`config.mk`:
```
export PLATFORM = sky130hd
export DESIGN_NAME = working_set_page_reclaim_policy_unit
export DESIGN_NICKNAME = d
export VERILOG_FILES = /design/src/hw/rtl/wspr_pkg.sv /design/src/hw/rtl/wspr_div.sv /design/src/hw/rtl/wspr_page_dec.sv /design/src/hw/rtl/working_set_page_reclaim_policy_unit.sv
export SDC_FILE = /design/constraint.sdc
export NUM_CORES = 2
export LEC_CHECK = 0
export ABC_AREA = 1
export BUFFER_PORTS_ARGS = -buffer_cell sky130_fd_sc_hd__buf_4
export CORE_MARGIN = 1.5
export CORE_UTILIZATION = 55
export DETAILED_ROUTE_END_ITERATION = 7
export PLACE_DENSITY = 0.77
export SYNTH_ARGS = -nofsm -noshare
export SYNTH_HDL_FRONTEND = slang
export SYNTH_SLANG_ARGS = --single-unit
export TNS_END_PERCENT = 50
```
`constraint.sdc`:
```
create_clock -name clk_i -period 16.9 [get_ports clk_i]
set_input_delay 3.38 -clock clk_i [delete_from_list [all_inputs] [get_ports clk_i]]
set_output_delay 3.38 -clock clk_i [all_outputs]
set_load 0.05 [all_outputs]
```
`src/hw/rtl/wspr_pkg.sv`:
```
package wspr_pkg;

  localparam int unsigned FaultW   = 32;
  localparam int unsigned UsW      = 20;
  localparam int unsigned TimeW    = 48;
  localparam int unsigned ProdW    = FaultW + UsW;
  localparam int unsigned CfgDataW = 48;
  localparam int unsigned CfgIdxW  = 3;

  localparam logic [UsW-1:0] US_PER_SECOND = 20'd1000000;

  // configuration register indexes
  localparam logic [CfgIdxW-1:0] CFG_LOW_WATER       = 3'd0;
  localparam logic [CfgIdxW-1:0] CFG_HIGH_WATER      = 3'd1;
  localparam logic [CfgIdxW-1:0] CFG_ADJUST_INTERVAL = 3'd2;
  localparam logic [CfgIdxW-1:0] CFG_MAX_FAULT_RATE  = 3'd3;
  localparam logic [CfgIdxW-1:0] CFG_MIN_FAULT_RATE  = 3'd4;
  localparam logic [CfgIdxW-1:0] CFG_GROW_STEP       = 3'd5;
  localparam logic [CfgIdxW-1:0] CFG_SHRINK_STEP     = 3'd6;
  localparam logic [CfgIdxW-1:0] CFG_SCAN_QUANTUM    = 3'd7;

  // frame states
  localparam logic [2:0] ST_NONE          = 3'd0;
  localparam logic [2:0] ST_ACTIVE        = 3'd1;
  localparam logic [2:0] ST_INACTIVE      = 3'd2;
  localparam logic [2:0] ST_BUSY          = 3'd3;
  localparam logic [2:0] ST_WIRED         = 3'd4;
  localparam logic [2:0] ST_MODIFIED      = 3'd5;
  localparam logic [2:0] ST_MODIFIED_TEMP = 3'd6;

  // page actions
  localparam logic [1:0] ACT_NONE  = 2'd0;
  localparam logic [1:0] ACT_UNMAP = 2'd1;
  localparam logic [1:0] ACT_CLEAR = 2'd2;

  // pte flag bits
  localparam int unsigned PTE_PRESENT  = 0;
  localparam int unsigned PTE_ACCESSED = 1;
  localparam int unsigned PTE_MODIFIED = 2;
  localparam int unsigned PTE_REQUERY  = 3;

  typedef struct packed {
    logic             mode;
    logic [31:0]      mapped_pages;
    logic [31:0]      fault_total;
    logic [TimeW-1:0] elapsed_us;
    logic [31:0]      working_set;
    logic [31:0]      working_set_min;
    logic [31:0]      working_set_max;
    logic [31:0]      free_pages;
    logic [3:0]       pte_flags;
    logic [2:0]       frame_state;
    logic             last_reference;
    logic             cache_temporary;
  } wspr_in_t;

  typedef struct packed {
    logic [31:0] working_set_out;
    logic        adjusted;
    logic        trimming;
    logic [31:0] target_left;
    logic [1:0]  page_action;
    logic [2:0]  new_frame_state;
    logic        scan_done;
  } wspr_out_t;

  typedef struct packed {
    logic [1:0] action;
    logic [2:0] new_state;
    logic       counted;
    logic       take_target;
  } wspr_page_res_t;

endpackage

```
`src/hw/rtl/wspr_div.sv`:
```
module wspr_div
  import wspr_pkg::*;
#(
  parameter int unsigned DividendW = 52,
  parameter int unsigned DivisorW  = 48
) (
  input  logic                 clk_i,
  input  logic                 rst_ni,
  input  logic                 start_i,
  input  logic [DividendW-1:0] dividend_i,
  input  logic [DivisorW-1:0]  divisor_i,
  output logic                 done_o,
  output logic [DividendW-1:0] quot_o
);

  localparam int unsigned CntW = $clog2(DividendW);

  logic                 busy_q;
  logic                 done_q;
  logic [CntW-1:0]      cnt_q;
  logic [DivisorW:0]    rem_q;
  logic [DividendW-1:0] quo_q;
  logic [DivisorW-1:0]  dvs_q;

  logic [DivisorW:0]    rem_sh;
  logic [DivisorW:0]    diff;
  logic                 ge;

  // one restoring step per cycle, quotient bits shift in behind the dividend
  assign rem_sh = {rem_q[DivisorW-1:0], quo_q[DividendW-1]};
  assign diff   = rem_sh - {1'b0, dvs_q};
  assign ge     = rem_sh >= {1'b0, dvs_q};

  always_ff @(posedge clk_i or negedge rst_ni) begin
    if (!rst_ni) begin
      busy_q <= 1'b0;
      done_q <= 1'b0;
      cnt_q  <= '0;
    end else begin
      done_q <= 1'b0;
      if (start_i) begin
        busy_q <= 1'b1;
        cnt_q  <= '0;
      end else if (busy_q) begin
        cnt_q <= cnt_q + 1'b1;
        if (cnt_q == CntW'(DividendW - 1)) begin
          busy_q <= 1'b0;
          done_q <= 1'b1;
        end
      end
    end
  end

  always_ff @(posedge clk_i) begin
    if (start_i) begin
      rem_q <= '0;
      quo_q <= dividend_i;
      dvs_q <= divisor_i;
    end else if (busy_q) begin
      rem_q <= ge ? diff : rem_sh;
      quo_q <= {quo_q[DividendW-2:0], ge};
    end
  end

  assign done_o = done_q;
  assign quot_o = quo_q;

endmodule

```
`src/hw/rtl/wspr_page_dec.sv`:
```
module wspr_page_dec
  import wspr_pkg::*;
(
  input  logic [3:0]     pte_flags_i,
  input  logic [2:0]     frame_state_i,
  input  logic           last_reference_i,
  input  logic           cache_temporary_i,
  input  logic           quantum_nz_i,
  input  logic           target_nz_i,
  output wspr_page_res_t res_o
);

  logic       skip_st;
  logic       modified;
  logic [2:0] st;

  assign skip_st = (frame_state_i == ST_NONE) || (frame_state_i == ST_BUSY) ||
                   (frame_state_i == ST_WIRED) || (frame_state_i > ST_MODIFIED_TEMP);

  always_comb begin
    res_o.action      = ACT_NONE;
    res_o.new_state   = frame_state_i;
    res_o.counted     = 1'b0;
    res_o.take_target = 1'b0;
    modified          = pte_flags_i[PTE_MODIFIED];
    st                = frame_state_i;
    if (quantum_nz_i && pte_flags_i[PTE_PRESENT] && !skip_st) begin
      if (target_nz_i) begin
        if (!pte_flags_i[PTE_ACCESSED] && (st == ST_ACTIVE)) begin
          res_o.action = ACT_UNMAP;
          // dirty bit seen again after unmap
          if (pte_flags_i[PTE_REQUERY]) begin
            modified = 1'b1;
          end
          if (last_reference_i) begin
            st                = ST_INACTIVE;
            res_o.take_target = 1'b1;
          end
        end else if (pte_flags_i[PTE_ACCESSED]) begin
          res_o.action = ACT_CLEAR;
        end
      end
      if (modified && ((st == ST_ACTIVE) || (st == ST_INACTIVE))) begin
        st = cache_temporary_i ? ST_MODIFIED_TEMP : ST_MODIFIED;
      end
      res_o.new_state = st;
      res_o.counted   = 1'b1;
    end
  end

endmodule

```
`src/hw/rtl/working_set_page_reclaim_policy_unit.sv`:
```
// channel  | valid      | stall       | payload
// in       | in_valid_i | in_stall_o  | in_data_i  (wspr_in_t)
// out      | out_valid_o| out_stall_i | out_data_o (wspr_out_t)
// cfg      | cfg_we_i   | -           | cfg_idx_i, cfg_data_i
//
// one item at a time; a page item is decoded in S_PAGE, its result registered once the output is free
// a start item runs S_MUL then S_FIN, with S_DSTART to S_ADJ between when the adjust interval has passed:
// the fault rate goes through a 52-step shift-subtract divider
// the result sits in an output register, so the next item is taken while it waits
// asynchronous active-low reset; config registers reset to their defaults
module working_set_page_reclaim_policy_unit
  import wspr_pkg::*;
#(
  parameter int unsigned COUNT_WIDTH = 32
) (
  input  logic                clk_i,
  input  logic                rst_ni,
  input  logic                in_valid_i,
  output logic                in_stall_o,
  input  wspr_in_t            in_data_i,
  output logic                out_valid_o,
  input  logic                out_stall_i,
  output wspr_out_t           out_data_o,
  input  logic                cfg_we_i,
  input  logic [CfgIdxW-1:0]  cfg_idx_i,
  input  logic [CfgDataW-1:0] cfg_data_i
);

  // rate compare width: the saturated rate against 32-bit thresholds
  localparam int unsigned CmpW = (COUNT_WIDTH > 32) ? COUNT_WIDTH : 32;

  // sequencer states
  typedef enum logic [7:0] {
    S_IDLE   = 8'b00000001,
    S_MUL    = 8'b00000010,
    S_DSTART = 8'b00000100,
    S_DWAIT  = 8'b00001000,
    S_SAT    = 8'b00010000,
    S_ADJ    = 8'b00100000,
    S_FIN    = 8'b01000000,
    S_PAGE   = 8'b10000000
  } wspr_state_e;

  wspr_state_e state_q, state_d;

  // configuration
  logic [31:0]    low_water_q;
  logic [31:0]    high_water_q;
  logic [TimeW-1:0] adjust_interval_q;
  logic [31:0]    max_fault_rate_q;
  logic [31:0]    min_fault_rate_q;
  logic [31:0]    grow_step_q;
  logic [31:0]    shrink_step_q;
  logic [15:0]    scan_quantum_q;

  // architectural state
  logic           trim_q;
  logic [31:0]    target_q;
  logic [15:0]    quantum_q;

  // item datapath
  wspr_in_t             item_q;
  logic [31:0]          ws_q;
  logic [ProdW-1:0]     prod_q;
  logic [COUNT_WIDTH-1:0] rate_q;
  logic                 adj_q;

  // result
  wspr_out_t out_q, out_d;
  logic      out_valid_q;
  logic      out_free;
  logic      load;

  logic                   adj_d;
  logic                   div_start;
  logic                   div_done;
  logic [ProdW-1:0]       div_quot;
  logic [COUNT_WIDTH-1:0] rate_sat;
  logic [CmpW-1:0]        rate_ext;
  logic                   grow_ok;
  logic                   shrink_ok;
  logic [32:0]            grow_sum;
  logic [31:0]            ws_adj;
  logic                   trim_d;
  logic [31:0]            target_d;
  logic [15:0]            quantum_d;
  logic                   page_done;
  wspr_page_res_t         page_res;

  assign out_free   = !out_valid_q || !out_stall_i;
  assign in_stall_o = (state_q != S_IDLE);

  // fault rate divider, fed by the registered product
  wspr_div #(
    .DividendW(ProdW),
    .DivisorW (TimeW)
  ) u_div (
    .clk_i     (clk_i),
    .rst_ni    (rst_ni),
    .start_i   (div_start),
    .dividend_i(prod_q),
    .divisor_i (item_q.elapsed_us),
    .done_o    (div_done),
    .quot_o    (div_quot)
  );

  // saturate the quotient to the count width
  if (COUNT_WIDTH >= ProdW) begin : g_no_sat
    assign rate_sat = COUNT_WIDTH'(div_quot);
  end else begin : g_sat
    assign rate_sat = (div_quot[ProdW-1:COUNT_WIDTH] != '0) ? '1
                                                            : div_quot[COUNT_WIDTH-1:0];
  end

  // working set adjustment, from the registered rate
  assign rate_ext  = CmpW'(rate_q);
  assign grow_ok   = (rate_ext > CmpW'(max_fault_rate_q)) &&
                     (item_q.mapped_pages >= ws_q) && (ws_q < item_q.working_set_max);
  assign shrink_ok = (rate_ext < CmpW'(min_fault_rate_q)) &&
                     (item_q.mapped_pages <= ws_q) && (ws_q > item_q.working_set_min);
  assign grow_sum  = {1'b0, ws_q} + {1'b0, grow_step_q};

  always_comb begin
    ws_adj = ws_q;
    if (grow_ok) begin
      ws_adj = grow_sum[32] ? '1 : grow_sum[31:0];
    end else if (shrink_ok) begin
      ws_adj = (ws_q > shrink_step_q) ? (ws_q - shrink_step_q) : '0;
    end
  end

  // page decision
  wspr_page_dec u_page_dec (
    .pte_flags_i      (item_q.pte_flags),
    .frame_state_i    (item_q.frame_state),
    .last_reference_i (item_q.last_reference),
    .cache_temporary_i(item_q.cache_temporary),
    .quantum_nz_i     (quantum_q != '0),
    .target_nz_i      (target_q != '0),
    .res_o            (page_res)
  );

  // hysteresis on free pages; only takes effect when a start item finishes
  always_comb begin
    trim_d = trim_q;
    if (!trim_q && (item_q.free_pages < low_water_q)) begin
      trim_d = 1'b1;
    end else if (trim_q && (item_q.free_pages > high_water_q)) begin
      trim_d = 1'b0;
    end
  end

  assign adj_d     = item_q.elapsed_us > adjust_interval_q;
  assign page_done = (quantum_q == '0) ? 1'b1
                   : (page_res.counted ? (quantum_q == 16'd1) : 1'b0);

  // sequencer and result
  always_comb begin
    state_d   = state_q;
    div_start = 1'b0;
    load      = 1'b0;
    out_d     = out_q;
    target_d  = target_q;
    quantum_d = quantum_q;
    case (state_q)
      S_IDLE: begin
        if (in_valid_i) begin
          state_d = in_data_i.mode ? S_PAGE : S_MUL;
        end
      end
      S_MUL: begin
        state_d = adj_d ? S_DSTART : S_FIN;
      end
      S_DSTART: begin
        div_start = 1'b1;
        state_d   = S_DWAIT;
      end
      S_DWAIT: begin
        if (div_done) begin
          state_d = S_SAT;
        end
      end
      S_SAT: begin
        state_d = S_ADJ;
      end
      S_ADJ: begin
        state_d = S_FIN;
      end
      S_FIN: begin
        target_d  = (trim_d && (item_q.mapped_pages > ws_q)) ?
                    (item_q.mapped_pages - ws_q) : '0;
        quantum_d = scan_quantum_q;
        if (out_free) begin
          load                  = 1'b1;
          out_d.working_set_out = ws_q;
          out_d.adjusted        = adj_q;
          out_d.trimming        = trim_d;
          out_d.target_left     = target_d;
          out_d.page_action     = ACT_NONE;
          out_d.new_frame_state = ST_NONE;
          out_d.scan_done       = (scan_quantum_q == '0);
          state_d               = S_IDLE;
        end
      end
      S_PAGE: begin
        if (page_res.take_target) begin
          target_d = target_q - 32'd1;
        end
        if (page_res.counted) begin
          quantum_d = quantum_q - 16'd1;
        end
        if (out_free) begin
          load                  = 1'b1;
          out_d.working_set_out = '0;
          out_d.adjusted        = 1'b0;
          out_d.trimming        = trim_q;
          out_d.target_left     = target_d;
          out_d.page_action     = page_res.action;
          out_d.new_frame_state = page_res.new_state;
          out_d.scan_done       = page_done;
          state_d               = S_IDLE;
        end
      end
      default: begin
        state_d = S_IDLE;
      end
    endcase
  end

  // control and architectural state
  always_ff @(posedge clk_i or negedge rst_ni) begin
    if (!rst_ni) begin
      state_q     <= S_IDLE;
      out_valid_q <= 1'b0;
      trim_q      <= 1'b0;
      target_q    <= '0;
      quantum_q   <= '0;
    end else begin
      state_q <= state_d;
      if (load) begin
        out_valid_q <= 1'b1;
        target_q    <= target_d;
        quantum_q   <= quantum_d;
        if (state_q == S_FIN) begin
          trim_q <= trim_d;
        end
      end else if (!out_stall_i) begin
        out_valid_q <= 1'b0;
      end
    end
  end

  // configuration writes
  always_ff @(posedge clk_i or negedge rst_ni) begin
    if (!rst_ni) begin
      low_water_q       <= 32'd8192;
      high_water_q      <= 32'd16384;
      adjust_interval_q <= 48'd1000000;
      max_fault_rate_q  <= 32'd1000;
      min_fault_rate_q  <= 32'd100;
      grow_step_q       <= 32'd16;
      shrink_step_q     <= 32'd16;
      scan_quantum_q    <= 16'd1024;
    end else if (cfg_we_i) begin
      case (cfg_idx_i)
        CFG_LOW_WATER:       low_water_q       <= cfg_data_i[31:0];
        CFG_HIGH_WATER:      high_water_q      <= cfg_data_i[31:0];
        CFG_ADJUST_INTERVAL: adjust_interval_q <= cfg_data_i[TimeW-1:0];
        CFG_MAX_FAULT_RATE:  max_fault_rate_q  <= cfg_data_i[31:0];
        CFG_MIN_FAULT_RATE:  min_fault_rate_q  <= cfg_data_i[31:0];
        CFG_GROW_STEP:       grow_step_q       <= cfg_data_i[31:0];
        CFG_SHRINK_STEP:     shrink_step_q     <= cfg_data_i[31:0];
        CFG_SCAN_QUANTUM:    scan_quantum_q    <= cfg_data_i[15:0];
        default: begin
        end
      endcase
    end
  end

  // payload registers
  always_ff @(posedge clk_i) begin
    if ((state_q == S_IDLE) && in_valid_i) begin
      item_q <= in_data_i;
      ws_q   <= in_data_i.working_set;
    end
    if (state_q == S_MUL) begin
      // 32 x 20 product, one multiply per start item
      prod_q <= {{UsW{1'b0}}, item_q.fault_total} * {{FaultW{1'b0}}, US_PER_SECOND};
      adj_q  <= adj_d;
    end
    if (state_q == S_SAT) begin
      rate_q <= rate_sat;
    end
    if (state_q == S_ADJ) begin
      ws_q <= ws_adj;
    end
    if (load) begin
      out_q <= out_d;
    end
  end

  assign out_valid_o = out_valid_q;
  assign out_data_o  = out_q;

endmodule

```
# Yosys cells after proc, flatten, opt, wreduce, memory -nomap -nowiden
# Cells that the tools add are included.
# word_totals
register_bits	870
out_inout_bits	74
word_cells	197
# op_classes
addsub	7
multipliers	1
n_lt_le_gt_ge	13
eq_ne	31
mux	57
n_reduce_logical	47
# op_table
op	n
two-way mux 32 bit	8
greater-than comparator 32 bit	5
two-way mux 72 bit	2
case mux 72 bit (2 select lines)	1
two-way mux 52 bit	2
< comparator 32 bit	3
case mux 32 bit (2 select lines)	1
subtractor 32 bit	2
case mux 8 bit (7 select lines)	1
>= comparator 49 x 48 -> 1 bit	1
greater-than comparator 48 bit	1
two-way mux 48 bit	1
subtractor 48 bit	1
multiplier 32 x 14 -> 46 bit, second input constant	1
adder 32 x 32 -> 33 bit	1
>= comparator 32 bit	1
<= comparator 32 bit	1
logical NOT 16 bit	2
two-way mux 8 bit	4
case mux 16 bit (2 select lines)	1
nonzero test 32 bit	1
subtractor 32 x 1 -> 32 bit, second input constant	1
two-way mux 1 bit	22
AND reduction 2 bit	11
35 further kinds	81

# Depth between registers and ports, before layout
# depth
ltp_word	16
ltp_mapped	23
ltp_nobuf	23

# Cells and area by module
# Synthesis repeated with hierarchy kept, for this count alone.
# unflattened
hier_cells	7132
area_unflattened_um2	57661.6
# by_module_without_submodules
mod	instances	cells_per_inst	area_each_um2
working_set_page_reclaim_policy_unit	1	5455	46659.8
wspr_div	1	1643	10829.1
wspr_page_dec	1	34	172.7

# Worst setup path after synthesis
# Ideal clock, no wire load.
# synth_timing
path_kind	input-to-reg
startpoint	in in_valid_i
endpoint	reg ws_q[0], enable pin
setup_time_ps	392
arrival_time_ps	14081
required_ps	16508
setup_slack_ps	2426
path_stages	4
path_cell_list	inv_1 nor2_1 inv_1 nand2_1
# synth_between
elab_chain_len	3
# synth_rtl
element	line_no	source
from (decl)	working_set_page_reclaim_policy_unit.sv:18	input logic in_valid_i,
logical AND 1 bit	working_set_page_reclaim_policy_unit.sv:282	if ((state_q == S_IDLE) && in_valid_i) begin
nonzero test 2 bit (no source line)	--	
AND reduction 2 bit (no source line)	--	
to (signal assigned)	working_set_page_reclaim_policy_unit.sv:284	ws_q <= in_data_i.working_set;
to (signal assigned)	working_set_page_reclaim_policy_unit.sv:295	ws_q <= ws_adj;
to (decl)	working_set_page_reclaim_policy_unit.sv:63	logic [31:0] ws_q;
# Every way passes these cells.
# A chain may end at the register's enable or synchronous reset.

# Final worst setup path
# layout_timing
startpoint	reg state_q[6]
endpoint	out in_stall_o
# layout_between
elab_chain_len	1
# layout_rtl
element	line_no	source
from (decl)	working_set_page_reclaim_policy_unit.sv:44	wspr_state_e state_q, state_d;
from (signal assigned)	working_set_page_reclaim_policy_unit.sv:239	state_q <= state_d;
inequality test 8 x 1 -> 1 bit	working_set_page_reclaim_policy_unit.sv:91	assign in_stall_o = (state_q != S_IDLE);
to (decl)	working_set_page_reclaim_policy_unit.sv:19	output logic in_stall_o,
# Every way passes these cells.

==> results.md <==
* Status: finished clean
* Initial Util at 55.8%
* Hold Path Sink: u_div.dvs_q[25]
* ANT nets after route at 0
* Final setup vio count at 0
* Largest net degree at the start of global routing at 169
* Share of layout cells above drive strength 1 at 8.99%
* FF-to-FF path depth at 20
* CP Class: register to primary output
* Top-area cell type share of the netlist area at 26.8%
* Vias/cell at 5.54
* Clk slew on worst S/H paths at 60 ps
* Main combinational cell family by area after synthesis: simple AND/OR/NAND/NOR gates
* Async SR Flop Fraction at 37.0%
* Post-synthesis sequential area ratio at 42.9%
* P&R area growth vs syn at 13.3%
* PortBufs at 379
* Routed wire length at 162000 um
* Post_cts resized at 0
* Initial antenna violation count at 23
* Syn Inst Count at 6673
* H-tree depth at 3
* Post-synthesis area per instance at 8.40 um^2
* TritonCTS clock tree: yes
* First-pass GRT wire length at 250000 um
* Synth Area in Adders at 17.0%
* Area leader, netlist: edfxtp_1
* F_max at 143 MHz
* Critical path origin: state_q[6]
* Hold Vio Cnt, Final at 0
* Hold WC Path Type: register to register
* Iter 0 DRT Violations at 4610
* Hold path cells at 0
* Post-Syn Area at 56100 um^2
* Clock buffer depth at 3
* Min Tclk post-route at 6980 ps
* Commonest cells post-synth: 1715 x nand2_1, 1079 x inv_1, 539 x ha_1, 532 x nor2_1, 500 x edfxtp_1
* Core footprint at 101000 um^2
* Die H at 322 um
* Dominant synthesized flop cell: edfxtp_1
* Nets at 8025
* #FFs+latches synth at 870
* Top-count cell post-synth: nand2_1
* Clk sink count at 870
* Max capacitance violation total at 0
* Synth Area in Simple Gates at 20.0%
* Number of synthesized flops with an enable pin at 500
* Final core utilization at 63.2%
* DRC viols at 0
* CP endpoint kind: primary output
* IO Pins at 380
* GPL Wtd Cong at 1.01
* Max-slew violation count at 0
* RSZ-0062 raised after global routing: no
* Postcts setup bufs at 0
* Crit Reg-Reg Startpoint: item_q[187]
* CP Data Arrival Time at 3600 ps
* R2r endpoint: prod_q[44]
* Hpwl dp at 125000 um
* Worst slew margin at 6.69%
* Worst slew pin tran at 1390 ps
* Wirelength per Cell at 19.0 um
* Clock Latency Late Sink at 700 ps
* Fin Setup TNS at 0 ps
* Gr ovfl total at 0
* Core Rows at 116
* Synth warn at 0
* Post-synthesis cell type count at 58
* Synth top area cells: edfxtp_1 27%, dfrtp_1 13%, ha_1 12%
* GRT Util Overall at 31.1%
* Hold_sp: item_q[162]
* CTS root buf: clkbuf_16
* Worst Path Required at 13520 ps
* Post-synthesis mux area share at 0%
* CTS buffer count at 91
* XOR/XNOR share of the synthesized area at 1.84%
* Period utilisation layout at 41.3%
* Setup slack, reg-to-reg at 10920 ps
* Synth Area in Compound Gates at 9.98%
* DIE AREA at 104000 um^2
* Via Count at 47100
* CP max FO at 4
* Number of global-route vias before repair at 45500
* Cts hold-fix bufs at 0
* Worst Setup Start Kind: register
* Die X-Extent at 322 um
* Setup Skew at 26.1 ps
* Post-synth net total at 7657
* Initial DRT Pass Iterations at 6
-- how the worst max path moves through the flow --
stage	slack, ps	depth (start not counted)	to
5_1_grt	9990	7	in_stall_o
3_3_place_gp	10780	7	in_stall_o
3_5_place_dp	10840	7	in_stall_o
2_1_floorplan	2430	4	ws_q[0]
4_1_cts	10090	7	in_stall_o
6_report	9920	7	in_stall_o
-- placed cells by master (no fill, tap or decap), drive strengths merged, types with 26 or more instances in the layout --
master	instances
clkbuf	122
dfrtp	300
buf	408
ha	539
o21ai	518
edfxtp	500
inv	1093
nand3	270
dfxtp	48
o211ai	35
nor4	26
nor3	57
xnor2	69
nand2	1720
nor2	539
a21oi	379
fa	139
xor2	49
nand4	106
-- sequential cells by signal (all words and copies together), names as in the netlist, 6 cells and up --
signal	count
adjust_interval_q	48
grow_step_q	32
high_water_q	32
item_q	217
low_water_q	32
max_fault_rate_q	32
min_fault_rate_q	32
out_data_o	72
prod_q	46
quantum_q	16
rate_ext	32
scan_quantum_q	16
shrink_step_q	32
state_q	8
target_q	32
u_div.cnt_q	6
u_div.dvs_q	48
u_div.quot_o	52
u_div.rem_q	48
ws_q	32
-- logic make-up after synthesis --
family | Yosys count
adder cells (fa/ha/maj) | 678
AO/OA/AOI/OAI | 1038
buffers and inverters | 1220
XOR/XNOR | 118
AND/OR/NAND/NOR | 2749
flip-flops | 870
-- stage by stage --
step / setup slack [ps] / hold slack, ps / instance area [um^2] / std cells
2_1_floorplan: 2430 / 426 / 56100 / 6673
3_3_place_gp: 10780 / 435 / 60400 / 8305
3_5_place_dp: 10840 / 445 / 60400 / 8305
4_1_cts: 10090 / 442 / 63500 / 8477
5_1_grt: 9990 / 451 / 63500 / 8485
6_report: 9920 / 439 / 63500 / 8490
-- critical path, stage by stage (launching register included) --
cell,delay (ps)
dfrtp_1,440
nor2_1,170
inv_1,90
nor2_1,230
inv_1,70
nor4_1,1050
inv_1,510
buf_4,350
-- cell type report --
class	instances	area, um^2
inverter	1087	4080
multi-input combinational	4583	27400
fill	8566	37100
clock buffer	122	2490
sequential	870	24100
antenna	13	32.5
tap	1357	1700
clock inverter	50	639
timing repair buffer	408	3080
-- metal layers --
| layer | GRT usage, % | vias to the layer above | share of wire (%) |
|---|---|---|---|
| met5 | 0 | - | 0.021 |
| met4 | 13.9 | 6 | 4.8 |
| met3 | 4.94 | 388 | 7.3 |
| met2 | 50.1 | 1786 | 46 |
| met1 | 41.4 | 22300 | 42 |
| li1 | - | 22600 | - |
Power is left out: the tool's default activity adds up to more than one toggle a clock period on the data nets, which glitch-free logic cannot reach.
